==> config.mk <==
export PLATFORM = sky130hd
export DESIGN_NAME = distance_blink_bargraph_top
export DESIGN_NICKNAME = d
export VERILOG_FILES = /design/src/rtl/core/dbb_pkg.sv /design/src/rtl/core/dbb_cfg.sv /design/src/rtl/core/dbb_engine.sv /design/src/rtl/core/distance_blink_bargraph_top.sv
export SDC_FILE = /design/constraint.sdc
export NUM_CORES = 1
export LEC_CHECK = 0
export BUFFER_PORTS_ARGS = -buffer_cell sky130_fd_sc_hd__buf_2
export CAP_MARGIN = 20
export CELL_PAD_IN_SITES_DETAIL_PLACEMENT = 1
export CELL_PAD_IN_SITES_GLOBAL_PLACEMENT = 2
export CORE_MARGIN = 5
export CORE_UTILIZATION = 30
export DETAILED_ROUTE_END_ITERATION = 7
export PLACE_DENSITY = 0.76
export SKIP_LAST_GASP = 1
export SLEW_MARGIN = 20
export SYNTH_ARGS = -nofsm -noshare
export SYNTH_HDL_FRONTEND = slang
export SYNTH_SLANG_ARGS = --single-unit
==> constraint.sdc <==
create_clock -name clk -period 5 [get_ports clk]
set_input_delay 0.75 -clock clk [delete_from_list [all_inputs] [get_ports clk]]
set_output_delay 0.75 -clock clk [all_outputs]
set_load 0.01 [all_outputs]
==> src/rtl/core/dbb_pkg.sv <==
// ----------------------------------------------------------------------------
// dbb_pkg: shared types and constants of the distance blink bargraph
// Beat payload structs, register map codes and the bar height function.
// ----------------------------------------------------------------------------
package dbb_pkg;

  localparam int HIST_DEPTH  = 8;
  localparam int DIST_W      = 10;
  localparam int LEVEL_W     = 8;
  localparam int BAR_W       = 4;
  localparam int COUNT_W     = 12;
  localparam int ADDR_W      = 3;
  localparam int DATA_W      = 32;

  localparam logic [DIST_W-1:0]  THRESH_RESET = 10'd60;
  localparam logic [LEVEL_W-1:0] BLINK_LEVEL  = 8'd200;
  localparam logic [COUNT_W-1:0] PERIOD_BASE  = 12'd100;
  localparam logic [COUNT_W-1:0] ELAPSED_MAX  = 12'd4095;
  localparam logic [COUNT_W-1:0] PERIOD_MAX   = 12'd2401;
  localparam logic [BAR_W-1:0]   BAR_FULL     = 4'd8;

  // item kinds
  localparam logic FUNC_TICK   = 1'b0;
  localparam logic FUNC_SAMPLE = 1'b1;

  // register word indexes
  localparam logic REG_NEAR_THRESHOLD = 1'b0;

  typedef struct packed {
    logic              func;
    logic [DIST_W-1:0] distance_cm;
  } dbb_in_t;

  typedef struct packed {
    logic [LEVEL_W-1:0] led_red;
    logic [LEVEL_W-1:0] led_green;
    logic               led_lit;
    logic [BAR_W-1:0]   bar_0;
    logic [BAR_W-1:0]   bar_1;
    logic [BAR_W-1:0]   bar_2;
    logic [BAR_W-1:0]   bar_3;
    logic [BAR_W-1:0]   bar_4;
    logic [BAR_W-1:0]   bar_5;
    logic [BAR_W-1:0]   bar_6;
    logic [BAR_W-1:0]   bar_7;
  } dbb_out_t;

  // max(0, 8 - d/10); d/10 by reciprocal 205/2048, exact for d < 80
  function automatic logic [BAR_W-1:0] bar_height(input logic [DIST_W-1:0] d);
    logic [14:0] prod;
    logic [3:0]  q;
    prod = 15'(d[6:0]) * 15'd205;
    q    = prod[14:11];
    if (d >= 10'd80) begin
      bar_height = '0;
    end else begin
      bar_height = BAR_FULL - q;
    end
  endfunction

  // d*9/4 + 100, at most 2401
  function automatic logic [COUNT_W-1:0] blink_period(input logic [DIST_W-1:0] d);
    logic [13:0] nine_d;
    nine_d       = {1'b0, d, 3'b000} + 14'(d);
    blink_period = 12'(nine_d[13:2]) + PERIOD_BASE;
  endfunction

endpackage

==> src/rtl/core/dbb_cfg.sv <==
// ----------------------------------------------------------------------------
// dbb_cfg: configuration register file
// APB-style slave holding the near threshold; zero wait states.
// ----------------------------------------------------------------------------
module dbb_cfg
  import dbb_pkg::*;
(
  input  logic              clk,
  input  logic              rst_n,
  input  logic              psel,
  input  logic              penable,
  input  logic              pwrite,
  input  logic [ADDR_W-1:0] paddr,
  input  logic [DATA_W-1:0] pwdata,
  output logic [DATA_W-1:0] prdata,
  output logic              pready,
  output logic [DIST_W-1:0] near_threshold
);

  logic              wr_en;
  logic [DIST_W-1:0] thresh_r;
  logic [DIST_W-1:0] thresh_nxt;

  assign pready = 1'b1;
  assign wr_en  = psel && penable && pwrite && pready;

  // write decode, unknown words ignored
  always_comb begin
    thresh_nxt = thresh_r;
    if (wr_en && (paddr[ADDR_W-1] == REG_NEAR_THRESHOLD)) begin
      thresh_nxt = pwdata[DIST_W-1:0];
    end
  end

  always_ff @(posedge clk) begin
    if (!rst_n) begin
      thresh_r <= THRESH_RESET;
    end else begin
      thresh_r <= thresh_nxt;
    end
  end

  // read mux
  always_comb begin
    prdata = '0;
    if (paddr[ADDR_W-1] == REG_NEAR_THRESHOLD) begin
      prdata = DATA_W'(thresh_r);
    end
  end

  assign near_threshold = thresh_r;

endmodule

==> src/rtl/core/dbb_engine.sv <==
// ----------------------------------------------------------------------------
// dbb_engine: blink timer, color select and bar history
// Updates state for one beat and forms its result from the new state.
// ----------------------------------------------------------------------------
module dbb_engine
  import dbb_pkg::*;
(
  input  logic              clk,
  input  logic              rst_n,
  input  logic              step,
  input  dbb_in_t           item,
  input  logic [DIST_W-1:0] near_threshold,
  output dbb_out_t          result
);

  logic                enabled_r, enabled_nxt;
  logic                lit_r, lit_nxt;
  logic [COUNT_W-1:0]  elapsed_r, elapsed_nxt;
  logic [COUNT_W-1:0]  period_r, period_nxt;
  logic [LEVEL_W-1:0]  pend_red_r, pend_red_nxt;
  logic [LEVEL_W-1:0]  pend_green_r, pend_green_nxt;
  logic [LEVEL_W-1:0]  shown_red_r, shown_red_nxt;
  logic [LEVEL_W-1:0]  shown_green_r, shown_green_nxt;
  logic [BAR_W-1:0]    hist_r   [HIST_DEPTH];
  logic [BAR_W-1:0]    hist_nxt [HIST_DEPTH];
  logic [COUNT_W-1:0]  count_inc;

  // saturating tick count
  assign count_inc = (elapsed_r < ELAPSED_MAX) ? elapsed_r + 12'd1 : elapsed_r;

  // next state for the beat in hand
  always_comb begin
    enabled_nxt     = enabled_r;
    lit_nxt         = lit_r;
    elapsed_nxt     = elapsed_r;
    period_nxt      = period_r;
    pend_red_nxt    = pend_red_r;
    pend_green_nxt  = pend_green_r;
    shown_red_nxt   = shown_red_r;
    shown_green_nxt = shown_green_r;
    for (int i = 0; i < HIST_DEPTH; i++) begin
      hist_nxt[i] = hist_r[i];
    end
    if (item.func == FUNC_SAMPLE) begin
      enabled_nxt = 1'b1;
      period_nxt  = blink_period(item.distance_cm);
      if (item.distance_cm < near_threshold) begin
        pend_red_nxt   = BLINK_LEVEL;
        pend_green_nxt = '0;
      end else begin
        pend_red_nxt   = '0;
        pend_green_nxt = BLINK_LEVEL;
      end
      // shift history, newest at column 0
      hist_nxt[0] = bar_height(item.distance_cm);
      for (int i = 1; i < HIST_DEPTH; i++) begin
        hist_nxt[i] = hist_r[i-1];
      end
    end else begin
      elapsed_nxt = count_inc;
      if (enabled_r && (count_inc >= period_r)) begin
        if (lit_r) begin
          shown_red_nxt   = '0;
          shown_green_nxt = '0;
        end else begin
          shown_red_nxt   = pend_red_r;
          shown_green_nxt = pend_green_r;
        end
        lit_nxt     = !lit_r;
        elapsed_nxt = '0;
      end
    end
  end

  // state registers
  always_ff @(posedge clk) begin
    if (!rst_n) begin
      enabled_r     <= 1'b0;
      lit_r         <= 1'b0;
      elapsed_r     <= '0;
      period_r      <= '0;
      pend_red_r    <= '0;
      pend_green_r  <= '0;
      shown_red_r   <= '0;
      shown_green_r <= '0;
      for (int i = 0; i < HIST_DEPTH; i++) begin
        hist_r[i] <= BAR_FULL;
      end
    end else if (step) begin
      enabled_r     <= enabled_nxt;
      lit_r         <= lit_nxt;
      elapsed_r     <= elapsed_nxt;
      period_r      <= period_nxt;
      pend_red_r    <= pend_red_nxt;
      pend_green_r  <= pend_green_nxt;
      shown_red_r   <= shown_red_nxt;
      shown_green_r <= shown_green_nxt;
      for (int i = 0; i < HIST_DEPTH; i++) begin
        hist_r[i] <= hist_nxt[i];
      end
    end
  end

  // result from the updated state
  always_comb begin
    result.led_red   = lit_nxt ? shown_red_nxt : '0;
    result.led_green = lit_nxt ? shown_green_nxt : '0;
    result.led_lit   = lit_nxt;
    result.bar_0     = hist_nxt[0];
    result.bar_1     = hist_nxt[1];
    result.bar_2     = hist_nxt[2];
    result.bar_3     = hist_nxt[3];
    result.bar_4     = hist_nxt[4];
    result.bar_5     = hist_nxt[5];
    result.bar_6     = hist_nxt[6];
    result.bar_7     = hist_nxt[7];
  end

`ifndef SYNTHESIS
  // LED phase only moves on a tick beat
  a_lit_hold: assert property (@(posedge clk) disable iff (!rst_n)
    !(step && item.func == FUNC_TICK) |=> $stable(lit_r))
    else $error("lit phase changed without a tick");

  // period always comes from a sample, never beyond the largest one
  a_period_range: assert property (@(posedge clk) disable iff (!rst_n)
    step && item.func == FUNC_SAMPLE |=> period_r >= PERIOD_BASE && period_r <= PERIOD_MAX)
    else $error("blink period out of range");

  // newest and oldest bars never above full
  a_bar_range: assert property (@(posedge clk) disable iff (!rst_n)
    hist_r[0] <= BAR_FULL && hist_r[HIST_DEPTH-1] <= BAR_FULL)
    else $error("bar height above full");
`endif

endmodule

==> src/rtl/core/distance_blink_bargraph_top.sv <==
// ----------------------------------------------------------------------------
// distance_blink_bargraph_top: parking-style distance indicator
// Input register, update engine, result register and config port.
// ----------------------------------------------------------------------------
// Usage:
//   in_*  : one beat per item; func 0 is a 1 ms tick, func 1 a distance
//           sample in cm. Every beat yields exactly one result beat.
//   out_* : LED color, lit flag and eight bar heights after the update.
//   psel/penable/pwrite/paddr/pwdata : pready is tied high; near threshold at
//           byte address 0, written by the user only while idle, not enforced.
// Path: an accepted beat passes the input register, then the result register,
//   and is offered on out_valid from the result register.
// Throughput: one beat per cycle while out_ready is high; the engine's state
//   update is a single short combinational step between the two registers.
// Stall: while a result waits on a low out_ready the result register holds;
//   one more input beat is taken into the input register, then in_ready drops.
// Reset (rst_n low, synchronous): LED dark, blinking off, counters zero,
//   all bars full, threshold back to 60 cm. No clearing pass is needed.
// ----------------------------------------------------------------------------
module distance_blink_bargraph_top
  import dbb_pkg::*;
(
  input  logic              clk,
  input  logic              rst_n,
  input  logic              in_valid,
  output logic              in_ready,
  input  dbb_in_t           in_data,
  output logic              out_valid,
  input  logic              out_ready,
  output dbb_out_t          out_data,
  input  logic              psel,
  input  logic              penable,
  input  logic              pwrite,
  input  logic [ADDR_W-1:0] paddr,
  input  logic [DATA_W-1:0] pwdata,
  output logic [DATA_W-1:0] prdata,
  output logic              pready
);

  logic              in_valid_r, in_valid_nxt;
  dbb_in_t           in_data_r;
  logic              out_valid_r, out_valid_nxt;
  dbb_out_t          out_data_r;
  dbb_out_t          result;
  logic              advance;
  logic              in_fire;
  logic              out_fire;
  logic [DIST_W-1:0] near_threshold;

  dbb_cfg u_cfg (
    .clk            (clk),
    .rst_n          (rst_n),
    .psel           (psel),
    .penable        (penable),
    .pwrite         (pwrite),
    .paddr          (paddr),
    .pwdata         (pwdata),
    .prdata         (prdata),
    .pready         (pready),
    .near_threshold (near_threshold)
  );

  dbb_engine u_engine (
    .clk            (clk),
    .rst_n          (rst_n),
    .step           (advance),
    .item           (in_data_r),
    .near_threshold (near_threshold),
    .result         (result)
  );

  // handshake control
  assign advance  = in_valid_r && (!out_valid_r || out_ready);
  assign in_ready = !in_valid_r || advance;
  assign in_fire  = in_valid && in_ready;
  assign out_fire = out_valid_r && out_ready;

  always_comb begin
    in_valid_nxt = in_valid_r;
    if (in_fire) begin
      in_valid_nxt = 1'b1;
    end else if (advance) begin
      in_valid_nxt = 1'b0;
    end
  end

  always_comb begin
    out_valid_nxt = out_valid_r;
    if (advance) begin
      out_valid_nxt = 1'b1;
    end else if (out_fire) begin
      out_valid_nxt = 1'b0;
    end
  end

  // valid flags
  always_ff @(posedge clk) begin
    if (!rst_n) begin
      in_valid_r  <= 1'b0;
      out_valid_r <= 1'b0;
    end else begin
      in_valid_r  <= in_valid_nxt;
      out_valid_r <= out_valid_nxt;
    end
  end

  // payload registers
  always_ff @(posedge clk) begin
    if (in_fire) begin
      in_data_r <= in_data;
    end
    if (advance) begin
      out_data_r <= result;
    end
  end

  assign out_valid = out_valid_r;
  assign out_data  = out_data_r;

`ifndef SYNTHESIS
  // backpressure only when the input register is occupied
  a_ready_full: assert property (@(posedge clk) disable iff (!rst_n)
    !in_ready |-> in_valid_r && out_valid_r && !out_ready)
    else $error("input stalled with room to spare");

  // an accepted beat lands in the input register
  a_in_land: assert property (@(posedge clk) disable iff (!rst_n)
    in_fire |=> in_valid_r)
    else $error("accepted beat lost");

  // a dark LED shows no color
  a_dark: assert property (@(posedge clk) disable iff (!rst_n)
    out_valid_r && !out_data_r.led_lit |-> out_data_r.led_red == '0 && out_data_r.led_green == '0)
    else $error("color shown while dark");
`endif

endmodule

# Word-level counts from Yosys, hierarchy flattened
# Memory sizes are Yosys's and may differ from the RTL's.
# Cells that the tools add are included.
dict set report totals {
  reg_bits 130
  mem_bits_rw 32
  out_inout_bits 84
  word_cells 91
  mem_count 1
}
# memory words width read_ports rd_clocked_by_memory_dff wr line
set mem_list {}
lappend mem_list {u_engine.hist_r 8 4 8 0 8 dbb_engine.sv:24} ;# logic [BAR_W-1:0] hist_r [HIST_DEPTH];
dict set report op_classes {
  add_sub_neg 4
  multipliers 1
  order_cmp 4
  muxes 31
  bitwise 10
  n_reduce_logical 16
}
# op n
set ops {}
lappend ops {{two-way mux 8 bit} 8}
lappend ops {{two-way mux 4 bit} 9}
lappend ops {{two-way mux 32 bit} 1}
lappend ops {{two-way mux 12 bit} 2}
lappend ops {{multiplier 7 x 8 -> 15 bit (second input constant)} 1}
lappend ops {{adder 13 x 10 -> 14 bit} 1}
lappend ops {{adder 12 x 1 -> 12 bit (second input constant)} 1}
lappend ops {{adder 12 x 7 -> 12 bit (second input constant)} 1}
lappend ops {{greater-or-equal comparator 12 bit} 1}
lappend ops {{< comparator 12 bit (second input constant)} 1}
lappend ops {{greater-or-equal comparator 10 x 7 -> 1 bit (second input constant)} 1}
lappend ops {{< comparator 10 bit} 1}
lappend ops {{two-way mux 1 bit} 10}
lappend ops {{two-way mux 10 bit} 1}
lappend ops {{OR 1 bit} 8}
lappend ops {{logical AND 1 bit} 7}
lappend ops {{AND reduction 2 bit} 2}
lappend ops {{nonzero test 2 bit} 2}
lappend ops {{subtractor 4 bit (first input constant)} 1}
lappend ops {{zero test 1 bit} 3}
lappend ops {{logical OR 1 bit} 2}
lappend ops {{NOT 1 bit} 2}

# Longest topological paths before layout
# Gate-level depths: netlist (run 1).
dict set report depth {
  ltp_word 7
  ltp_mapped 17
}

# Cells and area by module
# Synthesis (run 1) repeated with hierarchy kept, for this count alone.
dict set report hier_totals {
  cells_unflattened 742
  hier_area_um2 8145.3
}
# module instances cells_each area_each_um2 seq_area_each_um2
set by_module_without_submodules {}
lappend by_module_without_submodules {dbb_engine 1 593 5569.1 1841.8}
lappend by_module_without_submodules {distance_blink_bargraph_top 1 69 1905.6 1841.8}
lappend by_module_without_submodules {dbb_cfg 1 80 670.6 200.2}

# Worst setup path before layout (run 1)
# No wires, ideal clock.
dict set report synth_timing {
  kind {flip-flop to flip-flop}
  from {reg in_data_r[4] (netlist bit)}
  to {mem u_engine.hist_r[0][2], data pin}
  setup_time_ns 0.255
  arrival_ns 3.997
  required_time_ns 4.745
  path_slack_ns 0.749
  stages_incl_launch_ff 17
  period_less_slack_ns 4.251
  path_cell_list {edfxtp_1 > ha_1 > ha_1 > fa_1 > inv_1 > fa_1 > inv_1 > ha_1 > a21oi_1 > a211oi_2 > or4_1 > and4b_4 > ha_1 > xnor2_1 > xnor2_1 > o2bb2ai_1 > and2_1}
}
# element line
set synth_rtl {}
lappend synth_rtl {{start: declaration} distance_blink_bargraph_top.sv:41} ;# dbb_in_t in_data_r;
lappend synth_rtl {{start signal: assignment} distance_blink_bargraph_top.sv:110} ;# in_data_r <= in_data;
lappend synth_rtl {{end: declaration} dbb_engine.sv:24}

==> summary.md, run 1 <==
| Metric | Value |
|---|---|
| Upper clock frequency limit | `223 MHz` |
| Hold_buf cts | `0` |
| # IOs | `137` |
| Setup TNS | `0 ps` |
| Post-synthesis instance area | `7970 um2` |
| Maximum vdd drop | `133 uV` |
| Worst-path maximum fanout | `7` |
| Relative slew slack | `41.3%` |
| Pin count of the biggest net entering global routing | `59` |
| Worst Hold Class | `reg -> reg` |
| Initial Utilization | `30.5%` |
| CTS root buf | `clkbuf_16` |
| Setup bufs post-CTS | `0` |
| Drt total wl | `18400 um` |
| Max-cap violations | `0` |
| DP Area | `8720 um2` |
| ANT nets after route | `0` |
| Post-route cell area | `9300 um2` |
| Setup WS pre-CTS | `483 ps` |
| Vias in the first global route | `5754` |
| CTS tree | `yes` |
| Final HPWL DP | `13400 um` |
| DR vias/cell | `4.71` |
| Post-synth cell types | `58` |
| Die Wd | `173 um` |
| Post-synthesis sequential area ratio | `48.7%` |
| Commonest cells after routing, fill and taps aside | `92 x edfxtp_1, 89 x buf_2, 68 x ha_1` |
| Dominant synthesized flop cell | `edfxtp_1` |
| Ys async rst share | `0%` |
| Crit end category | `flip-flop` |
| Hold_ws | `456 ps` |
| Synth Register Bits | `148` |
| CP Class | `reg -> reg` |
| Clock buffer depth | `2` |
| Outcome | `completed` |
| Crit path DAT | `4660 ps` |
| Commonest non-fill, non-tap cell in the layout | `edfxtp_1` |
| Min Tclk post-route | `4480 ps` |
| Vias | `5558` |
| Initial drt markers | `197` |
| Mapped Cells | `743` |
| Die height | `173 um` |
| Endpoints failing setup | `0` |
| Fillers | `2954` |
| Synth warn | `0` |
| Gr ovfl total | `0` |
| Worst-skew pair later-pin latency | `430 ps` |
| Final Cycle Share | `89.6%` |
| Slew @ Worst Pin | `878 ps` |
| Hold Fails Final Rpt | `0` |
| IO Port Bufs | `89` |
| Worst Path Required | `5180 ps` |
| Reg clk slew, reported paths | `70 ps` |
| Leakage power | `3.88 nW` |
| R2R Setup Slk | `520 ps` |
| Rows | `59` |
| H-tree depth | `4` |
| Final worst slack | `522 ps` |
| Cell Pwr Density | `345 nW/um2` |
| Gpl congestion | `0.771` |
| Initial antenna violation count | `0` |
| Total track usage | `12.5%` |
| Die area | `29900 um2` |
| Area growth syn-to-layout | `16.7%` |
| Slew Limit Fails | `0` |
| TritonCTS Buffers | `17` |
| RSZ-0062 raised after global routing | `false` |
| Post-synth EDFFs | `92` |
| First-pass GRT wire length | `30500 um` |
| Skew final | `11.8 ps` |
| Post-Syn Area per Cell | `10.7 um2` |
| Worst setup SP type | `flip-flop` |
| TritonCTS Sinks | `148` |
| Drt pass-1 iters | `7` |
| # DRC | `0` |
| Final net count | `963` |
| # diodes | `0` |
| Core footprint | `26100 um2` |
| Post-cts resize count | `0` |
| Drt wl/cell | `15.6 um` |
| Share of cells above drive strength 1 | `21.3%` |
layer usage:
layer	up-vias	share of wire, %	track usage [%]
met5	-	0	0
met4	0	1.2	3.23
met3	14	4.3	3.38
met2	107	45	20.0
met1	2668	50	17.0
li1	2769	-	-
power breakdown:
group	internal (mW)	switching (mW)	total (mW)
Combinational	0.235	0.329	0.563
Sequential	1.35	0.0247	1.37
Clock	0.687	0.583	1.27
cell usage after synthesis, types with 9 or more instances:
| cell type | instances | area share, % |
|---|---|---|
| edfxtp_1 | 92 | 35 |
| ha_1 | 68 | 11 |
| nand2_1 | 66 | 3.1 |
| dfxtp_1 | 56 | 14 |
| inv_1 | 53 | 2.5 |
| a21oi_1 | 40 | 2.5 |
| nor2_1 | 39 | 1.8 |
| nand3_1 | 31 | 1.9 |
| and3_1 | 29 | 2.3 |
| mux2_2 | 28 | 4.0 |
| buf_4 | 23 | 2.2 |
| and2_1 | 22 | 1.7 |
| clkbuf_1 | 22 | 1.0 |
| xnor2_1 | 17 | 1.9 |
| o21ai_0 | 16 | 1.0 |
| nor3_1 | 15 | 0.94 |
| a21o_1 | 12 | 1.1 |
| fa_1 | 9 | 2.3 |
| or3_1 | 9 | 0.71 |
critical path, stage by stage (launching register included):
cell and delay, ps:
edfxtp_1 530, inv_1 80, ha_1 340, ha_1 180, or2_2 300, fa_1 460, ha_1 310, ha_1 350
a21oi_2 190, nand2_1 70, or4_1 470, and4b_4 210, ha_1 200, xnor2_1 170, xnor2_1 140, o2bb2ai_1 90
and2_1 140
worst paths after layout:
| path | to | depth (start not counted) | from |
|---|---|---|---|
| worst max-delay path | u_engine.hist_r[0][2]$_SDFFCE_PN0P_ | 16 | in_data_r[2]$_DFFE_PP_ |
| worst min-delay path | u_cfg.near_threshold[1]$_SDFFE_PN0P_ | 2 | u_cfg.near_threshold[1]$_SDFFE_PN0P_ |
| worst max register to register | u_engine.hist_r[0][2]$_SDFFCE_PN0P_ | 16 | in_data_r[2]$_DFFE_PP_ |
| worst min register to register | u_cfg.near_threshold[1]$_SDFFE_PN0P_ | 2 | u_cfg.near_threshold[1]$_SDFFE_PN0P_ |
cell families after synthesis:
group / after synthesis / share of synthesized area, %
compound gates: 115 / 9.86
xor+xnor: 26 / 2.95
fa+ha+maj: 77 / 12.9
buf+inv: 104 / 6.05
flops: 148 / 48.7
mux: 28 / 3.96
other cells: 2 / 0.0943
simple gates: 243 / 15.4
flip-flops by register name, summed over array words and instances (netlist names):
signal / flops
u_engine.pend_red_r: 1
u_cfg.near_threshold: 10
in_valid_r: 1
u_engine.elapsed_r: 12
u_engine.period_r: 12
u_engine.enabled_r: 1
u_engine.hist_r: 32
u_engine.lit_r: 1
u_engine.shown_green_r: 8
in_data_r: 11
u_engine.shown_red_r: 8
u_engine.pend_green_r: 1
out_data: 49
out_valid: 1
through the flow:
stage	power, mW	util, %	cells
finish	3.21	35.6	1181
global route	3.39	35.6	1181
CTS	3.25	35.6	1181
detailed placement	1.97	33.4	1149
global placement	1.96	33.4	1149
floorplan	1.83	-	764
layout make-up:
| type | instances | area (um2) | area share, % |
|---|---|---|---|
| inverters | 53 | 199 | 2.14 |
| repair buffers | 101 | 536 | 5.76 |
| well taps | 335 | 419 | 4.51 |
| clock buffers | 18 | 450 | 4.84 |
| flip-flops and latches | 148 | 3880 | 41.8 |
| multi-input cells | 512 | 3680 | 39.6 |
| clock inverters | 14 | 128 | 1.37 |
No activity file was read; power rests on OpenSTA's default activity.
==> run 2: changes to the inputs <==
--- a/config.mk
+++ b/config.mk
@@ -17,4 +17,5 @@
 export SLEW_MARGIN = 20
 export SYNTH_ARGS = -nofsm -noshare
 export SYNTH_HDL_FRONTEND = slang
+export SYNTH_HIERARCHICAL = 1
 export SYNTH_SLANG_ARGS = --single-unit
==> run 2 against run 1 <==
  * Synthesized cell count down 0.13%
  * Sequential cell count unchanged
  * Die area up 2.1%
  * Design area up 2.1%
  * Sequential power about the same
  * Count of clock-buffer cells in the layout up 2
  * Synthesized area up 2.2%
  * Via count down 0.50%
  * Wire length down 2.9%
  * Critical path type unchanged
==> summary.md, run 2 <==
| Metric | Value |
|---|---|
| Outcome | `completed` |
| Clock power share | `40.2% (+0.6 points)` |
| Crit-path most repeated cell | `ha_1` |
| Ys async rst share | `0% (unchanged)` |
| Min Tclk post-route | `4610 ps (+130 ps)` |
| Synth area leader | `edfxtp_1` |
| DP Area | `8880 um2 (+1.9%)` |
| Share of power burned in registers | `43.7% (+0.9 points)` |
| TritonCTS Buffers | `17 (unchanged)` |
| # DRC | `0 (unchanged)` |
| Drt pass-1 iters | `4 (-3)` |
| Total track usage | `12.1% (-0.44 points)` |
| Crit-path leading delay family | `adder cells` |
| Endpoints failing setup | `0 (unchanged)` |
| Slowest cell on the critical path | `edfxtp_1` |
| Die area | `30500 um2 (+2.1%)` |
| Max-cap violations | `0 (unchanged)` |
| Hold Fails Final Rpt | `0 (unchanged)` |
| Initial drt markers | `194 (-1.5%)` |
| RSZ-0062 raised after global routing | `false` |
| Compound-gate portion of the synthesized area | `9.40% (-0.46 points)` |
| Final HPWL DP | `13000 um (-2.5%)` |
| Xor/xnor cell area share of the yosys netlist | `2.90% (-0.049 points)` |
| Maximum vdd drop | `167 uV (+25%)` |
| Vias in the first global route | `5859 (+1.8%)` |
| Post-route cell area | `9490 um2 (+2.1%)` |
| Synth warn | `6 (+6)` |
| TritonCTS Sinks | `148 (unchanged)` |
| H-tree depth | `4 (unchanged)` |
| CTS root buf | `clkbuf_16` |
| Commonest cells after routing, fill and taps aside | `92 x edfxtp_1, 89 x buf_2, 68 x ha_1` |
| Worst-skew pair later-pin latency | `420 ps (about the same)` |
| Comb power frac | `16.1% (-1.5 points)` |
| Rows | `60 (+1.7%)` |
| Sw Share | `27.7% (-1.5 points)` |
| CP Class | `reg -> reg` |
| Gr ovfl total | `0 (unchanged)` |
| Slew @ Worst Pin | `796 ps (-81.8 ps)` |
| R2R Setup Slk | `390 ps (-130 ps)` |
| Dominant synthesized flop cell | `edfxtp_1` |
| Worst Path Required | `5160 ps (-20 ps)` |
| Max reg flops | `49 (unchanged)` |
| Drt wl/cell | `15.0 um (-3.5%)` |
| Crit path DAT | `4770 ps (+110 ps)` |
| Worst Hold Class | `reg -> reg` |
| Slew Limit Fails | `0 (unchanged)` |
| First-pass GRT wire length | `30300 um (-0.86%)` |
| Peak per-stage delay on the critical path | `530 ps (about the same)` |
| Post-synth EDFFs | `92 (unchanged)` |
| Setup TNS | `0 ps (unchanged)` |
| Fillers | `3006 (+1.8%)` |
| Worst R2R Start | `in_data_r[6]$_DFFE_PP_` |
| Top-count cell post-synth | `edfxtp_1` |
| DR vias/cell | `4.65 (-1.1%)` |
| # diodes | `0 (unchanged)` |
| Internal | `2.27 mW (+0.15%)` |
| Leakage power | `3.90 nW (+0.52%)` |
| ANT nets after route | `0 (unchanged)` |
| Hold_buf cts | `0 (unchanged)` |
| # IOs | `137 (unchanged)` |
| Placed instance count | `1154 (+0.44%)` |
| Min-delay src | `u_engine/period_r[7]$_SDFFE_PN0P_` |
| Drt total wl | `17900 um (-2.9%)` |
| Adder-Cell Fraction of Synth Area | `12.7% (-0.28 points)` |
| Final Cycle Share | `92.2% (+2.6 points)` |
| Worst-path maximum fanout | `7 (unchanged)` |
| CTS tree | `yes` |
| Worst Path Buf+Inv | `2 (+1)` |
| End of the worst hold path | `u_engine/period_r[7]$_SDFFE_PN0P_` |
| Share of cells above drive strength 1 | `22.1% (+0.80 points)` |
| Worst setup SP type | `flip-flop` |
| Reg clk slew, reported paths | `70 ps (about the same)` |
| Clock buffer depth | `2 (unchanged)` |
| Largest family of logic cells by synthesized area | `simple AND/OR/NAND/NOR gates` |
| Post-synth cell types | `69 (+19%)` |
| Gpl congestion | `0.756 (-1.9%)` |
| Die Wd | `175 um (+1.0%)` |
| Commonest non-fill, non-tap cell in the layout | `edfxtp_1` |
| Hold depth | `2 (unchanged)` |
| Crit end category | `flip-flop` |
| Core footprint | `26900 um2 (+2.8%)` |
| Relative slew slack | `46.9% (+5.7 points)` |
| Ranking of synthesized cells by area | `edfxtp_1 34%, dfxtp_1 14%, ha_1 10%` |
| Non-Filler Instances | `1188 (+0.59%)` |
| Reg2Reg Capture Point | `u_engine/hist_r[0][2]$_SDFFCE_PN0P_` |
| Post-synthesis sequential area ratio | `47.7% (-1.1 points)` |
| Sw Pwr | `0.872 mW (-6.9%)` |
| Simple-gate portion of the synthesized area | `15.8% (+0.36 points)` |
| Worst-path cell chain | `ha_1, ha_1, fa_1, inv_1, fa_1, inv_1, ha_1, a21oi_1, a211oi_2, o21ai_0, a21oi_1, nand2b_1, ha_1, xor2_1, o21a_1, o21ai_0, a21boi_0` |
| Synth Register Bits | `148 (unchanged)` |
| Skew final | `8.10 ps (-3.73 ps)` |
| Pin count of the biggest net entering global routing | `66 (+12%)` |
| IO Port Bufs | `89 (unchanged)` |
| Mux contribution to synthesized area | `5.36% (+1.4 points)` |
| Die height | `175 um (+1.0%)` |
| Worst reg2reg path depth | `17 (+1)` |
| Cell Pwr Density | `332 nW/um2 (-3.9%)` |
| Initial Utilization | `30.3% (-0.18 points)` |
| Post-Syn Area per Cell | `11.0 um2 (+2.4%)` |
| Initial antenna violation count | `1 (+1)` |
| Upper clock frequency limit | `217 MHz (-2.8%)` |
| Vias | `5530 (-0.50%)` |
| Post-synthesis instance area | `8150 um2 (+2.2%)` |
| Area growth syn-to-layout | `16.5%` |
| Top cell type's share of synthesized area | `33.9% (-0.76 points)` |
| Synth top cells by count | `92 x edfxtp_1, 68 x ha_1, 64 x nand2_1` |
| Mapped Cells | `742 (-0.13%)` |
| Final net count | `964 (+0.10%)` |
[run 2: repair_timing]
item                                    CTS  global route
setup buffers                             0             2
endpoints found under the setup margin    0             2
gates resized for setup                   0             1
[run 2: per-stage QoR]
step	power [mW]	util, %	setup slack (ps)	hold slack [ps]
finish	3.15	35.3	391	455
global route	3.32	35.3	50.0	477
CTS	3.20	35.2	239	458
detailed placement	1.91	33.0	238	448
global placement	1.90	33.0	362	443
floorplan	1.79	-	489	432
[run 2: cells by family after synthesis]
kind of cell | after synthesis
mux | 40
simple gates | 235
buf+inv | 103
xor+xnor | 27
fa+ha+maj | 77
compound gates | 110
flops | 148
other cells | 2
[run 2: how the worst max path moves through the flow]
stage / cells past startpoint / start / slack, ps / endpoint
after floorplan: 3 / out_ready / 490 / u_engine/hist_r[0][0]$_SDFFCE_PN0P_
after global placement: 17 / in_data_r[2]$_DFFE_PP_ / 360 / u_engine/hist_r[0][2]$_SDFFCE_PN0P_
after detailed placement: 17 / in_data_r[2]$_DFFE_PP_ / 240 / u_engine/hist_r[0][2]$_SDFFCE_PN0P_
after CTS: 17 / in_data_r[2]$_DFFE_PP_ / 240 / u_engine/hist_r[0][2]$_SDFFCE_PN0P_
after global routing: 17 / in_data_r[6]$_DFFE_PP_ / 50 / u_engine/hist_r[0][2]$_SDFFCE_PN0P_
final: 17 / in_data_r[6]$_DFFE_PP_ / 390 / u_engine/hist_r[0][2]$_SDFFCE_PN0P_
[run 2: worst register-to-register path, delay by kind of cell, from the launching register on]
family | cells | cell delay [ps]
simple gates | 1 | 180
flops | 1 | 530
buf+inv | 2 | 90
fa+ha+maj | 6 | 2160
compound gates | 7 | 1250
xor+xnor | 1 | 160
[run 2: layout make-up]
class / instances / area [um2] / share of cell area, %
repair buffers: 101 / 536 / 5.64
inverters: 54 / 203 / 2.14
clock buffers: 20 / 478 / 5.03
flip-flops and latches: 148 / 3880 / 40.9
multi-input cells: 512 / 3860 / 40.6
well taps: 341 / 427 / 4.49
clock inverters: 12 / 110 / 1.16
[run 2: per-layer routing]
layer | up-vias | track usage, % | routed length [um]
met4 | 2 | 3.14 | 180
met5 | - | 0 | 13
met3 | 17 | 3.38 | 839
li1 | 2753 | - | -
met1 | 2648 | 16.4 | 8850
met2 | 110 | 19.2 | 7980
[run 2: power groups by stage]
stage,clock network [mW],registers [mW],logic (mW)
6_report,1.26,1.38,0.507
5_1_grt,1.36,1.38,0.585
4_1_cts,1.31,1.38,0.515
3_5_place_dp,0,1.40,0.510
3_3_place_gp,0,1.40,0.497
2_1_floorplan,0,1.41,0.377
==> run 3: changes to the inputs <==
--- a/config.mk
+++ b/config.mk
@@ -13,6 +13,7 @@
 export CORE_UTILIZATION = 30
 export DETAILED_ROUTE_END_ITERATION = 7
 export PLACE_DENSITY = 0.76
+export SETUP_SLACK_MARGIN = 0.4
 export SKIP_LAST_GASP = 1
 export SLEW_MARGIN = 20
 export SYNTH_ARGS = -nofsm -noshare
==> run 3 against run 2 <==
  * Clock power barely moved
  * Design area up 0.32%
  * Clock skew about the same
  * Core utilization grew 0.11 points
  * Critical endpoint unchanged
==> summary.md, run 3 (synthesized netlist as in run 2, its figures left out) <==
| Metric | Value |
|---|---|
| Outcome | `completed` |
| RSZ-0062 raised after global routing | `false` |
| Total track usage | `12.2% (+0.078 points)` |
| TritonCTS Buffers | `17 (unchanged)` |
| Min Tclk post-route | `4320 ps (-291 ps)` |
| Worst Hold Class | `reg -> reg` |
| Share of power burned in registers | `43.6% (about the same)` |
| Internal | `2.28 mW (+0.14%)` |
| Sw Pwr | `0.876 mW (+0.42%)` |
| Pin count of the biggest net entering global routing | `66 (unchanged)` |
| Gr ovfl total | `0 (unchanged)` |
| Die height | `175 um (unchanged)` |
| # DRC | `0 (unchanged)` |
| Final Power | `3.15 mW (+0.22%)` |
| CP Class | `reg -> reg` |
| Gpl congestion | `0.756 (unchanged)` |
| Worst-path maximum fanout | `6 (-1)` |
| Leakage power | `3.91 nW (+0.38%)` |
| Cell Pwr Density | `331 nW/um2 (about the same)` |
| Clock buffer depth | `2 (unchanged)` |
| Drt pass-1 iters | `4 (unchanged)` |
| DR vias/cell | `4.65 (-0.11%)` |
| Core footprint | `26900 um2 (unchanged)` |
| Die area | `30500 um2 (unchanged)` |
| Multi-input gate area | `3860 um2 (+0.19%)` |
| TritonCTS Sinks | `148 (unchanged)` |
| Vias | `5538 (+0.14%)` |
| H-tree depth | `4 (unchanged)` |
| Worst Path Required | `5170 ps (about the same)` |
| Maximum vdd drop | `167 uV (-0.10%)` |
| Area growth syn-to-layout | `16.9%` |
| Initial Utilization | `30.3% (unchanged)` |
| ANT nets after route | `0 (unchanged)` |
| Sequential cell area | `3880 um2 (unchanged)` |
| Max reg flops | `49 (unchanged)` |
| Skew final | `8.21 ps (+0.115 ps)` |
| Rows | `60 (unchanged)` |
| # diodes | `0 (unchanged)` |
| Slew Limit Fails | `0 (unchanged)` |
| Relative slew slack | `46.9% (about the same)` |
| # IOs | `137 (unchanged)` |
| Die Wd | `175 um (unchanged)` |
| Crit path DAT | `4480 ps (-290 ps)` |
| Final net count | `967 (+0.31%)` |
| Commonest cells after routing, fill and taps aside | `92 x edfxtp_1, 89 x buf_2, 68 x ha_1` |
| Hold Fails Final Rpt | `0 (unchanged)` |
| Commonest non-fill, non-tap cell in the layout | `edfxtp_1` |
| Share of cells above drive strength 1 | `22.6% (+0.51 points)` |
| Initial antenna violation count | `1 (unchanged)` |
| Vias in the first global route | `5883 (+0.41%)` |
| First-pass GRT wire length | `30500 um (+0.59%)` |
| CTS tree | `yes` |
| Worst-skew pair later-pin latency | `420 ps (about the same)` |
| Endpoints failing setup | `0 (unchanged)` |
| Drt total wl | `17900 um (+0.22%)` |
| Crit end category | `flip-flop` |
| Final Cycle Share | `86.4% (-5.8 points)` |
| Worst setup SP type | `flip-flop` |
| Setup TNS | `0 ps (unchanged)` |
| Drt wl/cell | `15.0 um (about the same)` |
| Reg clk slew, reported paths | `70 ps (about the same)` |
| Slew @ Worst Pin | `797 ps (+0.659 ps)` |
| Comb power frac | `16.3% (+0.2 points)` |
| Sw Share | `27.8% (+0.057 points)` |
| Upper clock frequency limit | `232 MHz (+6.7%)` |
| Clock power share | `40.1% (about the same)` |
| CTS root buf | `clkbuf_16` |
| Max-cap violations | `0 (unchanged)` |
| IO Port Bufs | `89 (unchanged)` |
| Fillers | `3006 (unchanged)` |
| Final HPWL DP | `13000 um (unchanged)` |
| Initial drt markers | `181 (-6.7%)` |
==> run 3: changes by cell type in the layout (fill, tap and decap cells not counted), sizes merged <==
cell / before / now
buf: 101 / 104
==> run 3: metrics by stage <==
stage	setup WS (ps)	cells	instance area (um2)	hold slack, ps	util (%)
after floorplan	489	763	8220	432	-
after global placement	362	1154	8880	443	33.0
after detailed placement	238	1154	8880	448	33.0
after global routing	394	1191	9520	477	35.4
final	682	1191	9520	455	35.4
after CTS	480	1189	9500	458	35.3
==> run 3: repair_timing <==
| action | in CTS | in global routing |
|---|---|---|
| gates resized for setup | 2 | 3 |
| setup endpoints to repair | 2 | 2 |
| hold buffers | 0 | 0 |
| setup buffers | 3 | 2 |
==> run 3: cell type report <==
class	count	share of cell area, %
Inverter	54	2.13
Timing Repair Buffer	104	5.86
Clock inverter	12	1.16
Sequential cell	148	40.8
Tap cell	341	4.48
Clock buffer	20	5.02
Multi-Input combinational cell	512	40.6
==> run 3: worst max-delay path, stage by stage, from the launching register on <==
cell and delay, ps:
edfxtp_1 490, ha_1 350, ha_1 310, fa_1 520, inv_1 50, fa_1 500, inv_1 40, ha_1 260
a21oi_1 70, a211oi_2 310, o21ai_2 150, a21oi_2 200, nand2b_1 130, ha_1 160, xor2_1 190, nor3_1 70
o21ai_1 160, a21boi_0 100
==> run 3: layer usage <==
metal,GRT usage [%],wire length [um],up-vias
met5,0,13,-
met4,3.14,204,2
met3,3.38,858,19
met2,19.4,7990,116
met1,16.5,8830,2644
li1,-,-,2757
==> run 3: power by group through the flow <==
| stage | logic [mW] | registers, mW | clock network, mW |
|---|---|---|---|
| after floorplan | 0.377 | 1.41 | 0 |
| after detailed placement | 0.510 | 1.40 | 0 |
| final | 0.515 | 1.38 | 1.26 |
| after CTS | 0.520 | 1.38 | 1.31 |
| after global routing | 0.593 | 1.38 | 1.36 |
| after global placement | 0.497 | 1.40 | 0 |
==> run 3: worst paths after layout <==
path	slack, ps	cells past startpoint	endpoint	startpoint
worst min register to register	450	2	u_engine/period_r[7]$_SDFFE_PN0P_	u_engine/period_r[7]$_SDFFE_PN0P_
worst max-delay path	680	17	u_engine/hist_r[0][2]$_SDFFCE_PN0P_	in_data_r[4]$_DFFE_PP_
worst min-delay path	450	2	u_engine/period_r[7]$_SDFFE_PN0P_	u_engine/period_r[7]$_SDFFE_PN0P_
worst max register to register	680	17	u_engine/hist_r[0][2]$_SDFFCE_PN0P_	in_data_r[4]$_DFFE_PP_
